### src/design/kss_pkg.sv
`timescale 1ns / 1ps

package kss_pkg;

    localparam int OP_W        = 1;
    localparam int KEY_IDX_W   = 6;
    localparam int TIME_W      = 32;
    localparam int STATUS_W    = 2;
    localparam int SEG_W       = 7;
    localparam int KEY_COUNT_W = 7;
    localparam int CFG_IDX_W   = 4;
    localparam int CFG_DATA_W  = 8;

    localparam logic [OP_W-1:0] OP_WRITE  = 1'b0;
    localparam logic [OP_W-1:0] OP_LOOKUP = 1'b1;

    localparam logic [STATUS_W-1:0] ST_INSIDE = 2'd0;
    localparam logic [STATUS_W-1:0] ST_BEFORE = 2'd1;
    localparam logic [STATUS_W-1:0] ST_AFTER  = 2'd2;

    localparam logic [CFG_IDX_W-1:0] REG_KEY_COUNT   = 4'd0;
    localparam logic [CFG_IDX_W-1:0] REG_LOOP_ENABLE = 4'd1;

    typedef enum logic [3:0] {
        S_IDLE,
        S_RD_LAST,
        S_DIV,
        S_CHK_FIRST,
        S_CHK_LAST,
        S_HINT_H,
        S_HINT_H1,
        S_HINT_H2,
        S_HINT_HM1,
        S_BS_MID,
        S_BS_LO,
        S_BS_HI,
        S_RESP
    } state_t;

    typedef struct packed {
        logic busy;
        logic done;
    } rem_status_t;

endpackage

### src/design/kss_if.sv
`timescale 1ns / 1ps

interface kss_req_if;
    logic                                valid;
    logic                                ready;
    logic [kss_pkg::OP_W-1:0]            op;
    logic [kss_pkg::KEY_IDX_W-1:0]       key_index;
    logic signed [kss_pkg::TIME_W-1:0]   time_value;

    modport source (output valid, op, key_index, time_value, input ready);
    modport sink   (input valid, op, key_index, time_value, output ready);
endinterface

interface kss_rsp_if;
    logic                             valid;
    logic                             ready;
    logic [kss_pkg::STATUS_W-1:0]     status;
    logic [kss_pkg::SEG_W-1:0]        segment;

    modport source (output valid, status, segment, input ready);
    modport sink   (input valid, status, segment, output ready);
endinterface

interface kss_cfg_if;
    logic                              valid;
    logic                              ready;
    logic [kss_pkg::CFG_IDX_W-1:0]     index;
    logic [kss_pkg::CFG_DATA_W-1:0]    data;

    modport source (output valid, index, data, input ready);
    modport sink   (input valid, index, data, output ready);
endinterface

### src/design/kss_ram.sv
`timescale 1ns / 1ps

module kss_ram #(
    parameter int WIDTH = 32,
    parameter int DEPTH = 64
) (
    input  logic                     clk,
    input  logic                     we,
    input  logic [$clog2(DEPTH)-1:0] waddr,
    input  logic [WIDTH-1:0]         wdata,
    input  logic [$clog2(DEPTH)-1:0] raddr,
    output logic [WIDTH-1:0]         rdata
);

    logic [WIDTH-1:0] mem [DEPTH];

    always_ff @(posedge clk)
    begin
        if (we)
        begin
            mem[waddr] <= wdata;
        end
        rdata <= mem[raddr];
    end

endmodule

### src/design/kss_rem.sv
`timescale 1ns / 1ps

// truncated signed remainder, one restoring step per cycle
module kss_rem #(
    parameter int WIDTH = 32
) (
    input  logic                     clk,
    input  logic                     rst_n,
    input  logic                     start,
    input  logic signed [WIDTH-1:0]  dividend,
    input  logic signed [WIDTH-1:0]  divisor,
    output logic signed [WIDTH-1:0]  remainder,
    output kss_pkg::rem_status_t     status
);

    localparam int CNTW = $clog2(WIDTH + 1);

    logic             busy_reg, busy_next;
    logic             done_reg, done_next;
    logic [CNTW-1:0]  cnt_reg, cnt_next;
    logic [WIDTH-1:0] dq_reg, dq_next;
    logic [WIDTH-1:0] dsr_reg, dsr_next;
    logic [WIDTH-1:0] rem_reg, rem_next;
    logic             neg_reg, neg_next;
    logic [WIDTH:0]   trial;
    logic [WIDTH:0]   diff;
    logic [WIDTH-1:0] dvd_mag;
    logic [WIDTH-1:0] dsr_mag;

    assign dvd_mag = dividend[WIDTH-1] ? (~dividend + 1'b1) : dividend;
    assign dsr_mag = divisor[WIDTH-1] ? (~divisor + 1'b1) : divisor;
    assign trial   = {rem_reg, dq_reg[WIDTH-1]};
    assign diff    = trial - {1'b0, dsr_reg};

    always_comb
    begin
        busy_next = busy_reg;
        done_next = 1'b0;
        cnt_next  = cnt_reg;
        dq_next   = dq_reg;
        dsr_next  = dsr_reg;
        rem_next  = rem_reg;
        neg_next  = neg_reg;
        if (start)
        begin
            busy_next = 1'b1;
            cnt_next  = CNTW'(WIDTH);
            dq_next   = dvd_mag;
            dsr_next  = dsr_mag;
            rem_next  = '0;
            neg_next  = dividend[WIDTH-1];
        end
        else if (busy_reg)
        begin
            dq_next  = dq_reg << 1;
            rem_next = (trial >= {1'b0, dsr_reg}) ? diff[WIDTH-1:0] : trial[WIDTH-1:0];
            cnt_next = cnt_reg - 1'b1;
            if (cnt_reg == CNTW'(1))
            begin
                busy_next = 1'b0;
                done_next = 1'b1;
            end
        end
    end

    always_ff @(posedge clk or negedge rst_n)
    begin
        if (!rst_n)
        begin
            busy_reg <= 1'b0;
            done_reg <= 1'b0;
            cnt_reg  <= '0;
        end
        else
        begin
            busy_reg <= busy_next;
            done_reg <= done_next;
            cnt_reg  <= cnt_next;
        end
    end

    always_ff @(posedge clk)
    begin
        dq_reg  <= dq_next;
        dsr_reg <= dsr_next;
        rem_reg <= rem_next;
        neg_reg <= neg_next;
    end

    assign remainder   = neg_reg ? $signed(~rem_reg + 1'b1) : $signed(rem_reg);
    assign status.busy = busy_reg;
    assign status.done = done_reg;

endmodule

### src/design/keyframe_segment_search_core.sv
`timescale 1ns / 1ps

// Keyframe segment search.
// req channel: op 0 writes time_value into key slot key_index, op 1 looks up
// time_value. Key writes give no response transaction.
// rsp channel: one transaction per lookup with status (inside / at or before
// first key / at or after last key) and segment.
// cfg channel: register 0 key_count, register 1 loop_enable; always ready.
// The user must write cfg only while the block is idle; the block itself
// does not enforce it.
// A lookup checks the time against the first key, then the last key, then the
// hint segment and its neighbors, and else runs a binary search. In loop mode
// a negative time or one at or after the last key is first wrapped through
// the bit-serial remainder unit.
// Every compare reads the key table through its single registered read port.
// One lookup is in flight at a time; req is ready only between lookups.
// The response sits in an output register; a stalled receiver holds the
// block in its final step until that register frees up.
// Reset clears the hint, sets key_count to 1 and loop_enable to 0; the key
// table is undefined until written.
module keyframe_segment_search_core #(
    parameter int MAX_KEYS  = 64,
    parameter int TIME_BITS = 32
) (
    input  logic         clk,
    input  logic         rst_n,
    kss_req_if.sink      req,
    kss_rsp_if.source    rsp,
    kss_cfg_if.sink      cfg
);

    localparam int IW = $clog2(MAX_KEYS);
    localparam int CW = $clog2(MAX_KEYS + 1);
    localparam int SW = IW + 2;
    localparam int TW = TIME_BITS;
    localparam int EB = (TIME_BITS < 32) ? TIME_BITS : 32;

    kss_pkg::state_t state_reg, state_next;

    logic signed [TW-1:0]  t_reg, t_next;
    logic [CW-1:0]         n_reg, n_next;
    logic [IW-1:0]         hint_reg, hint_next;
    logic signed [SW-1:0]  left_reg, left_next;
    logic signed [SW-1:0]  right_reg, right_next;
    logic [IW-1:0]         mid_reg, mid_next;
    logic [kss_pkg::STATUS_W-1:0] res_status_reg, res_status_next;
    logic [kss_pkg::SEG_W-1:0]    res_seg_reg, res_seg_next;
    logic                  out_valid_reg, out_valid_next;
    logic [kss_pkg::STATUS_W-1:0] out_status_reg, out_status_next;
    logic [kss_pkg::SEG_W-1:0]    out_seg_reg, out_seg_next;
    logic [kss_pkg::KEY_COUNT_W-1:0] key_count_reg;
    logic                  loop_en_reg;

    logic signed [EB-1:0]  t_cut;
    logic signed [TW-1:0]  t_in;
    logic [31:0]           kc_ext;
    logic [31:0]           eff;
    logic [CW-1:0]         n_in;
    logic                  ram_we;
    logic [IW-1:0]         ram_waddr;
    logic [IW-1:0]         ram_raddr;
    logic [TW-1:0]         ram_rdata;
    logic signed [TW-1:0]  cmp_data;
    logic                  lt;
    logic                  eq;
    logic signed [SW-1:0]  mid_sum;
    logic [IW-1:0]         mid_calc;
    logic                  rem_start;
    logic signed [TW-1:0]  rem_value;
    kss_pkg::rem_status_t  rem_sts;
    logic                  hint_fits;
    logic                  hint_two_fits;
    logic                  write_ok;

    assign t_cut     = req.time_value[EB-1:0];
    assign t_in      = TW'(t_cut);
    assign kc_ext    = 32'(key_count_reg);
    assign eff       = (kc_ext == 32'd0) ? 32'd1
                     : ((kc_ext > 32'(MAX_KEYS)) ? 32'(MAX_KEYS) : kc_ext);
    assign n_in      = eff[CW-1:0];
    assign ram_waddr = IW'(req.key_index);
    assign write_ok  = 32'(req.key_index) < 32'(MAX_KEYS);

    // shared compare unit: query time against the key just read
    assign cmp_data = $signed(ram_rdata);
    assign lt       = t_reg < cmp_data;
    assign eq       = t_reg == cmp_data;

    assign mid_sum       = left_reg + right_reg;
    assign mid_calc      = mid_sum[IW:1];
    assign hint_fits     = (32'(hint_reg) + 32'd2) <= 32'(n_reg);
    assign hint_two_fits = (32'(hint_reg) + 32'd2) < 32'(n_reg);

    kss_ram #(
        .WIDTH (TW),
        .DEPTH (MAX_KEYS)
    ) u_ram (
        .clk   (clk),
        .we    (ram_we),
        .waddr (ram_waddr),
        .wdata (t_in),
        .raddr (ram_raddr),
        .rdata (ram_rdata)
    );

    kss_rem #(
        .WIDTH (TW)
    ) u_rem (
        .clk       (clk),
        .rst_n     (rst_n),
        .start     (rem_start),
        .dividend  (t_reg),
        .divisor   (cmp_data),
        .remainder (rem_value),
        .status    (rem_sts)
    );

    always_comb
    begin
        state_next      = state_reg;
        t_next          = t_reg;
        n_next          = n_reg;
        hint_next       = hint_reg;
        left_next       = left_reg;
        right_next      = right_reg;
        mid_next        = mid_reg;
        res_status_next = res_status_reg;
        res_seg_next    = res_seg_reg;
        out_valid_next  = out_valid_reg && !rsp.ready;
        out_status_next = out_status_reg;
        out_seg_next    = out_seg_reg;
        ram_we          = 1'b0;
        ram_raddr       = '0;
        rem_start       = 1'b0;

        case (state_reg)
            kss_pkg::S_IDLE:
            begin
                if (req.valid)
                begin
                    if (req.op == kss_pkg::OP_WRITE)
                    begin
                        if (write_ok)
                        begin
                            ram_we    = 1'b1;
                            hint_next = '0;
                        end
                    end
                    else
                    begin
                        t_next     = t_in;
                        n_next     = n_in;
                        ram_raddr  = IW'(n_in - CW'(1));
                        state_next = kss_pkg::S_RD_LAST;
                    end
                end
            end
            kss_pkg::S_RD_LAST:
            begin
                if (loop_en_reg && (t_reg < 0 || !lt) && ram_rdata != '0)
                begin
                    rem_start  = 1'b1;
                    state_next = kss_pkg::S_DIV;
                end
                else
                begin
                    state_next = kss_pkg::S_CHK_FIRST;
                end
            end
            kss_pkg::S_DIV:
            begin
                if (rem_sts.done)
                begin
                    t_next     = rem_value;
                    state_next = kss_pkg::S_CHK_FIRST;
                end
            end
            kss_pkg::S_CHK_FIRST:
            begin
                if (n_reg == CW'(1) || lt || eq)
                begin
                    res_status_next = kss_pkg::ST_BEFORE;
                    res_seg_next    = '0;
                    state_next      = kss_pkg::S_RESP;
                end
                else
                begin
                    ram_raddr  = IW'(n_reg - CW'(1));
                    state_next = kss_pkg::S_CHK_LAST;
                end
            end
            kss_pkg::S_CHK_LAST:
            begin
                if (!lt)
                begin
                    res_status_next = kss_pkg::ST_AFTER;
                    res_seg_next    = kss_pkg::SEG_W'(n_reg);
                    state_next      = kss_pkg::S_RESP;
                end
                else
                begin
                    res_status_next = kss_pkg::ST_INSIDE;
                    if (hint_fits)
                    begin
                        ram_raddr  = hint_reg;
                        state_next = kss_pkg::S_HINT_H;
                    end
                    else
                    begin
                        left_next  = '0;
                        right_next = SW'(n_reg) - SW'(2);
                        mid_next   = '0;
                        state_next = kss_pkg::S_BS_MID;
                    end
                end
            end
            kss_pkg::S_HINT_H:
            begin
                if (!lt)
                begin
                    ram_raddr  = hint_reg + IW'(1);
                    state_next = kss_pkg::S_HINT_H1;
                end
                else if (hint_reg != '0)
                begin
                    ram_raddr  = hint_reg - IW'(1);
                    state_next = kss_pkg::S_HINT_HM1;
                end
                else
                begin
                    left_next  = '0;
                    right_next = SW'(n_reg) - SW'(2);
                    mid_next   = '0;
                    state_next = kss_pkg::S_BS_MID;
                end
            end
            kss_pkg::S_HINT_H1:
            begin
                if (lt)
                begin
                    res_seg_next = kss_pkg::SEG_W'(hint_reg);
                    state_next   = kss_pkg::S_RESP;
                end
                else if (hint_two_fits)
                begin
                    ram_raddr  = hint_reg + IW'(2);
                    state_next = kss_pkg::S_HINT_H2;
                end
                else
                begin
                    left_next  = '0;
                    right_next = SW'(n_reg) - SW'(2);
                    mid_next   = '0;
                    state_next = kss_pkg::S_BS_MID;
                end
            end
            kss_pkg::S_HINT_H2:
            begin
                if (lt)
                begin
                    hint_next    = hint_reg + IW'(1);
                    res_seg_next = kss_pkg::SEG_W'(hint_reg + IW'(1));
                    state_next   = kss_pkg::S_RESP;
                end
                else
                begin
                    left_next  = '0;
                    right_next = SW'(n_reg) - SW'(2);
                    mid_next   = '0;
                    state_next = kss_pkg::S_BS_MID;
                end
            end
            kss_pkg::S_HINT_HM1:
            begin
                if (!lt)
                begin
                    hint_next    = hint_reg - IW'(1);
                    res_seg_next = kss_pkg::SEG_W'(hint_reg - IW'(1));
                    state_next   = kss_pkg::S_RESP;
                end
                else
                begin
                    left_next  = '0;
                    right_next = SW'(n_reg) - SW'(2);
                    mid_next   = '0;
                    state_next = kss_pkg::S_BS_MID;
                end
            end
            kss_pkg::S_BS_MID:
            begin
                if (left_reg <= right_reg)
                begin
                    mid_next   = mid_calc;
                    ram_raddr  = mid_calc;
                    state_next = kss_pkg::S_BS_LO;
                end
                else
                begin
                    hint_next    = mid_reg;
                    res_seg_next = kss_pkg::SEG_W'(mid_reg);
                    state_next   = kss_pkg::S_RESP;
                end
            end
            kss_pkg::S_BS_LO:
            begin
                if (lt)
                begin
                    right_next = SW'(mid_reg) - SW'(1);
                    state_next = kss_pkg::S_BS_MID;
                end
                else
                begin
                    ram_raddr  = mid_reg + IW'(1);
                    state_next = kss_pkg::S_BS_HI;
                end
            end
            kss_pkg::S_BS_HI:
            begin
                if (!lt)
                begin
                    left_next  = SW'(mid_reg) + SW'(1);
                    state_next = kss_pkg::S_BS_MID;
                end
                else
                begin
                    hint_next    = mid_reg;
                    res_seg_next = kss_pkg::SEG_W'(mid_reg);
                    state_next   = kss_pkg::S_RESP;
                end
            end
            kss_pkg::S_RESP:
            begin
                if (!out_valid_reg || rsp.ready)
                begin
                    out_valid_next  = 1'b1;
                    out_status_next = res_status_reg;
                    out_seg_next    = res_seg_reg;
                    state_next      = kss_pkg::S_IDLE;
                end
            end
            default:
            begin
                state_next = kss_pkg::S_IDLE;
            end
        endcase
    end

    always_ff @(posedge clk or negedge rst_n)
    begin
        if (!rst_n)
        begin
            state_reg     <= kss_pkg::S_IDLE;
            hint_reg      <= '0;
            out_valid_reg <= 1'b0;
            key_count_reg <= kss_pkg::KEY_COUNT_W'(1);
            loop_en_reg   <= 1'b0;
        end
        else
        begin
            state_reg     <= state_next;
            hint_reg      <= hint_next;
            out_valid_reg <= out_valid_next;
            if (cfg.valid)
            begin
                case (cfg.index)
                    kss_pkg::REG_KEY_COUNT:
                    begin
                        key_count_reg <= cfg.data[kss_pkg::KEY_COUNT_W-1:0];
                    end
                    kss_pkg::REG_LOOP_ENABLE:
                    begin
                        loop_en_reg <= cfg.data[0];
                    end
                    default:
                    begin
                        loop_en_reg <= loop_en_reg;
                    end
                endcase
            end
        end
    end

    always_ff @(posedge clk)
    begin
        t_reg          <= t_next;
        n_reg          <= n_next;
        left_reg       <= left_next;
        right_reg      <= right_next;
        mid_reg        <= mid_next;
        res_status_reg <= res_status_next;
        res_seg_reg    <= res_seg_next;
        out_status_reg <= out_status_next;
        out_seg_reg    <= out_seg_next;
    end

    assign req.ready   = (state_reg == kss_pkg::S_IDLE);
    assign cfg.ready   = 1'b1;
    assign rsp.valid   = out_valid_reg;
    assign rsp.status  = out_status_reg;
    assign rsp.segment = out_seg_reg;

    a_write_clears_hint: assert property (@(posedge clk) disable iff (!rst_n)
        (req.valid && req.ready && req.op == kss_pkg::OP_WRITE && write_ok)
        |=> hint_reg == '0)
        else $error("key write did not clear the hint");

    a_lookup_starts: assert property (@(posedge clk) disable iff (!rst_n)
        (req.valid && req.ready && req.op == kss_pkg::OP_LOOKUP)
        |=> state_reg == kss_pkg::S_RD_LAST)
        else $error("lookup did not start with the last key read");

    a_hint_range: assert property (@(posedge clk) disable iff (!rst_n)
        32'(hint_reg) <= 32'(MAX_KEYS - 2))
        else $error("hint beyond last segment");

    a_status_code: assert property (@(posedge clk) disable iff (!rst_n)
        rsp.valid |-> (rsp.status == kss_pkg::ST_INSIDE
                       || rsp.status == kss_pkg::ST_BEFORE
                       || rsp.status == kss_pkg::ST_AFTER))
        else $error("undefined status code");

    a_before_seg_zero: assert property (@(posedge clk) disable iff (!rst_n)
        (rsp.valid && rsp.status == kss_pkg::ST_BEFORE) |-> rsp.segment == '0)
        else $error("before-first-key response with nonzero segment");

endmodule
### src/flat_wrapper.sv
// flat-port wrapper written by rule: the top's interface ports become plain ports
module keyframe_segment_search_core_flat 
#(
    parameter int MAX_KEYS  = 64,
    parameter int TIME_BITS = 32
)
  (clk, rst_n, req_valid, req_op, req_key_index, req_time_value, req_ready, rsp_valid, rsp_status, rsp_segment, rsp_ready, cfg_valid, cfg_index, cfg_data, cfg_ready);
  kss_req_if req_i ();
  kss_rsp_if rsp_i ();
  kss_cfg_if cfg_i ();
  input  logic clk;
  input  logic rst_n;
  input wire logic [$bits(req_i.valid)-1:0] req_valid;
  input wire logic [$bits(req_i.op)-1:0] req_op;
  input wire logic [$bits(req_i.key_index)-1:0] req_key_index;
  input wire logic [$bits(req_i.time_value)-1:0] req_time_value;
  output wire logic [$bits(req_i.ready)-1:0] req_ready;
  output wire logic [$bits(rsp_i.valid)-1:0] rsp_valid;
  output wire logic [$bits(rsp_i.status)-1:0] rsp_status;
  output wire logic [$bits(rsp_i.segment)-1:0] rsp_segment;
  input wire logic [$bits(rsp_i.ready)-1:0] rsp_ready;
  input wire logic [$bits(cfg_i.valid)-1:0] cfg_valid;
  input wire logic [$bits(cfg_i.index)-1:0] cfg_index;
  input wire logic [$bits(cfg_i.data)-1:0] cfg_data;
  output wire logic [$bits(cfg_i.ready)-1:0] cfg_ready;
  assign req_i.valid = req_valid;
  assign req_i.op = req_op;
  assign req_i.key_index = req_key_index;
  assign req_i.time_value = req_time_value;
  assign req_ready = req_i.ready;
  assign rsp_valid = rsp_i.valid;
  assign rsp_status = rsp_i.status;
  assign rsp_segment = rsp_i.segment;
  assign rsp_i.ready = rsp_ready;
  assign cfg_i.valid = cfg_valid;
  assign cfg_i.index = cfg_index;
  assign cfg_i.data = cfg_data;
  assign cfg_ready = cfg_i.ready;
  keyframe_segment_search_core #(.MAX_KEYS(MAX_KEYS), .TIME_BITS(TIME_BITS)) u_core (.clk(clk), .rst_n(rst_n), .req(req_i), .rsp(rsp_i), .cfg(cfg_i));
endmodule
### config.mk
export PLATFORM = sky130hd
export DESIGN_NAME = keyframe_segment_search_core_flat
export DESIGN_NICKNAME = d
export VERILOG_FILES = /design/src/design/kss_pkg.sv /design/src/design/kss_if.sv /design/src/design/kss_ram.sv /design/src/design/kss_rem.sv /design/src/design/keyframe_segment_search_core.sv /design/src/flat_wrapper.sv
export SDC_FILE = /design/constraint.sdc
export NUM_CORES = 2
export LEC_CHECK = 0
export BUFFER_PORTS_ARGS = -buffer_cell sky130_fd_sc_hd__buf_4
export CORE_MARGIN = 2
export CORE_UTILIZATION = 55
export CTS_CLUSTER_DIAMETER = 150
export CTS_CLUSTER_SIZE = 16
export DETAILED_ROUTE_END_ITERATION = 10
export GPL_TIMING_DRIVEN = 0
export MAX_ROUTING_LAYER = met4
export PLACE_DENSITY = 0.83
export SLEW_MARGIN = 0
export SYNTH_ARGS = -nofsm -noshare
export SYNTH_HDL_FRONTEND = slang
export SYNTH_HIERARCHICAL = 1
export SYNTH_SLANG_ARGS = --single-unit
### constraint.sdc
create_clock -name clk -period 8.7 [get_ports clk]
set_clock_uncertainty 0.15 [all_clocks]
set_input_delay 2.175 -clock clk [delete_from_list [all_inputs] [get_ports clk]]
set_output_delay 2.175 -clock clk [all_outputs]
set_load 0.005 [all_outputs]
==> summary.md <==
| Metric | Value |
|---|---|
| Status | finished, final reports clean |
| Post_cts resized | 0 |
| Biggest register | u_core/u_ram/mem |
| Average routed wire per standard cell | 37.0 um |
| Die X-Extent | 418 um |
| Post-route clock period utilization | 98.7% |
| Critical Path RT | 9.14 ns |
| Pins Over Slew Limit | 0 |
| Clock root cell | clkbuf_16 |
| Overflow after GRT | 0 |
| CTS Buffer Depth | 3 |
| Total CTS buffers | 160 |
| Vias in the first global route | 55,100 |
| CTS tree | done |
| First-pass GRT wire length | 401,000 um |
| Post-CTS Setup Repair Bufs | 0 |
| Worst Setup End Kind | register |
| Initial core utilization | 55.5% |
| TritonRoute pass-1 iters | 6 |
| Final Hold Viols | 0 |
| Clock sinks | 2,282 |
| Syn Nets | 5,338 |
| CP max FO | 11 |
| Setup CP Type | reg -> reg |
| Max Freq | 116 MHz |
| Total Routed Length | 287,000 um |
| Gate Count Post-Synth | 5,173 |
| Worst hold path class | reg -> reg |
| Setup Viol. Count Final | 0 |
| P_leak | 32.4 nW |
| Avg Inst Size Synth | 18.2 um2 |
| Detailed Route Iter0 Violations | 9,629 |
| Critical path arrival | 9.03 ns |
| Total GRT Usage | 33.7% |
| Area growth syn-to-layout | 10.3% |
| Area of the die | 175,000 um2 |
| H-Tree Depth | 4 |
| Clock transition at path regs | 0.07 ns |
| Setup ws final | 0.109 ns |
| IO Pins | 68 |
| Die Height | 418 um |
| Mapped Area | 94,200 um2 |
| Core ar. | 170,000 um2 |
| Remaining antenna violation count | 0 |
| Final Util | 61.2% |
| Period minus WS final | 8.59 ns |
| Hpwl dp | 181,000 um |
| # hold bufs at CTS | 0 |
| Total number of vias | 56,300 |
| Fillers | 11,300 |
| Layout cells sized above 1 | 18.8% |
| Least-Margin Pin Slew | 1.41 ns |
| Largest net degree at the start of global routing | 66 |
| Pwr Density | 349 nW/um2 |
| Max rail drop VDD | 266 uV |
| RePlAce Congestion | 0.972 |
| Initial antenna violation count | 29 |
| NumNets Final | 5,630 |
| Crit start category | register |
| Via/cell ratio | 7.25 |
| RSZ-0062 raised after global routing | false |
| I/O Buffers | 59 |
| Slew Limit Headroom | 5.03% |
| DRC | 0 |
| Setup WS pre-CTS | 0.901 ns |
| R2r setup slk | 0.11 ns |
| Yosys warnings | 6 |
| # rows | 151 |
| Clock Latency Late Sink | 0.86 ns |
| Total of max-cap violations | 0 |
| Max FFs per register | 2,048 |
## layer usage
layer / vias up / track usage (%) / share of wire (%)
met5: - / - / 0
met4: 0 / 18.9 / 7.4
met3: 1280 / 11.0 / 15
met2: 5248 / 51.1 / 46
met1: 28200 / 40.1 / 32
li1: 21500 / - / -
## report_power, final
group	internal, W	total, W	switching [W]
clock	0.00338	0.00710	0.00371
combinational	0.00542	0.0160	0.0106
sequential	0.0127	0.0132	0.000524
## through the flow
stage	total power [W]	hold WS, ns	TNS, ns	instance area, um2	instances
detailed placement	0.0282	0.256	0	99400	7521
CTS	0.0354	0.272	0	104000	7735
floorplan	0.0223	0.250	0	94200	5173
finish	0.0363	0.273	0	104000	7759
global placement	0.0278	0.251	-826.46	97400	7450
global route	0.0369	0.277	0	104000	7752
## worst paths after layout
kind / startpoint / endpoint / depth (start not counted)
worst max-delay path: u_core/hint_reg[1] / u_core/u_ram/rdata[15] / 17
worst min-delay path: u_core/res_seg_reg[2] / u_core/rsp.segment[2] / 0
worst max register to register: u_core/hint_reg[1] / u_core/u_ram/rdata[15] / 17
worst min register to register: u_core/res_seg_reg[2] / u_core/rsp.segment[2] / 0
max in group asynchronous: rst_n / u_core/key_count_reg[0] / 1
min in group asynchronous: rst_n / u_core/loop_en_reg / 1
## critical path: stages, from the launching register on
cell and delay, ns:
dfrtp_1 0.64, ha_1 0.41, nand3_1 0.13, xnor2_1 0.28
ha_1 0.31, o21ai_0 0.17, nor2_1 0.06, a211o_1 0.37
nor3_1 0.60, o221ai_1 0.23, o211ai_1 0.20, a211o_1 0.48
buf_2 0.63, clkbuf_1 1.00, clkbuf_1 1.05, mux2i_1 0.33
a21oi_1 0.23, a311oi_1 1.03
## layout make-up
type	instances	area [um2]	area share (%)
multi-input combinational	2492	24900	24.0
tap	2218	2780	2.67
antenna	24	60.1	0.0578
clock inverter	15	329	0.317
buffer	272	1550	1.49
sequential	2282	67800	65.2
timing repair buffer	130	1860	1.79
clock buffer	199	4150	3.99
inverter	127	477	0.459
## placed cells by master, fill, tap and decap left out, types with 21 or more instances in the layout
master,instances
nor2_1,168
nor2b_1,33
a21oi_1,138
clkbuf_1,169
mux2_2,43
xor2_1,51
dfxtp_1,64
o21ai_0,114
a22oi_1,133
nand2_1,183
inv_1,126
mux2i_1,209
dfrtp_1,26
a211oi_1,47
nand2b_1,28
nor4_1,21
edfxtp_1,2191
xnor2_1,101
buf_4,95
a21o_1,25
diode_2,24
nor3_1,39
buf_2,56
o31ai_1,28
nor2_4,65
o22ai_1,50
o211ai_1,33
buf_12,60
clkbuf_16,160
mux4_2,446
a31oi_1,30
buf_6,32
ha_1,106
nand3_1,75
Note: power is estimated with default switching activity, not from simulation.
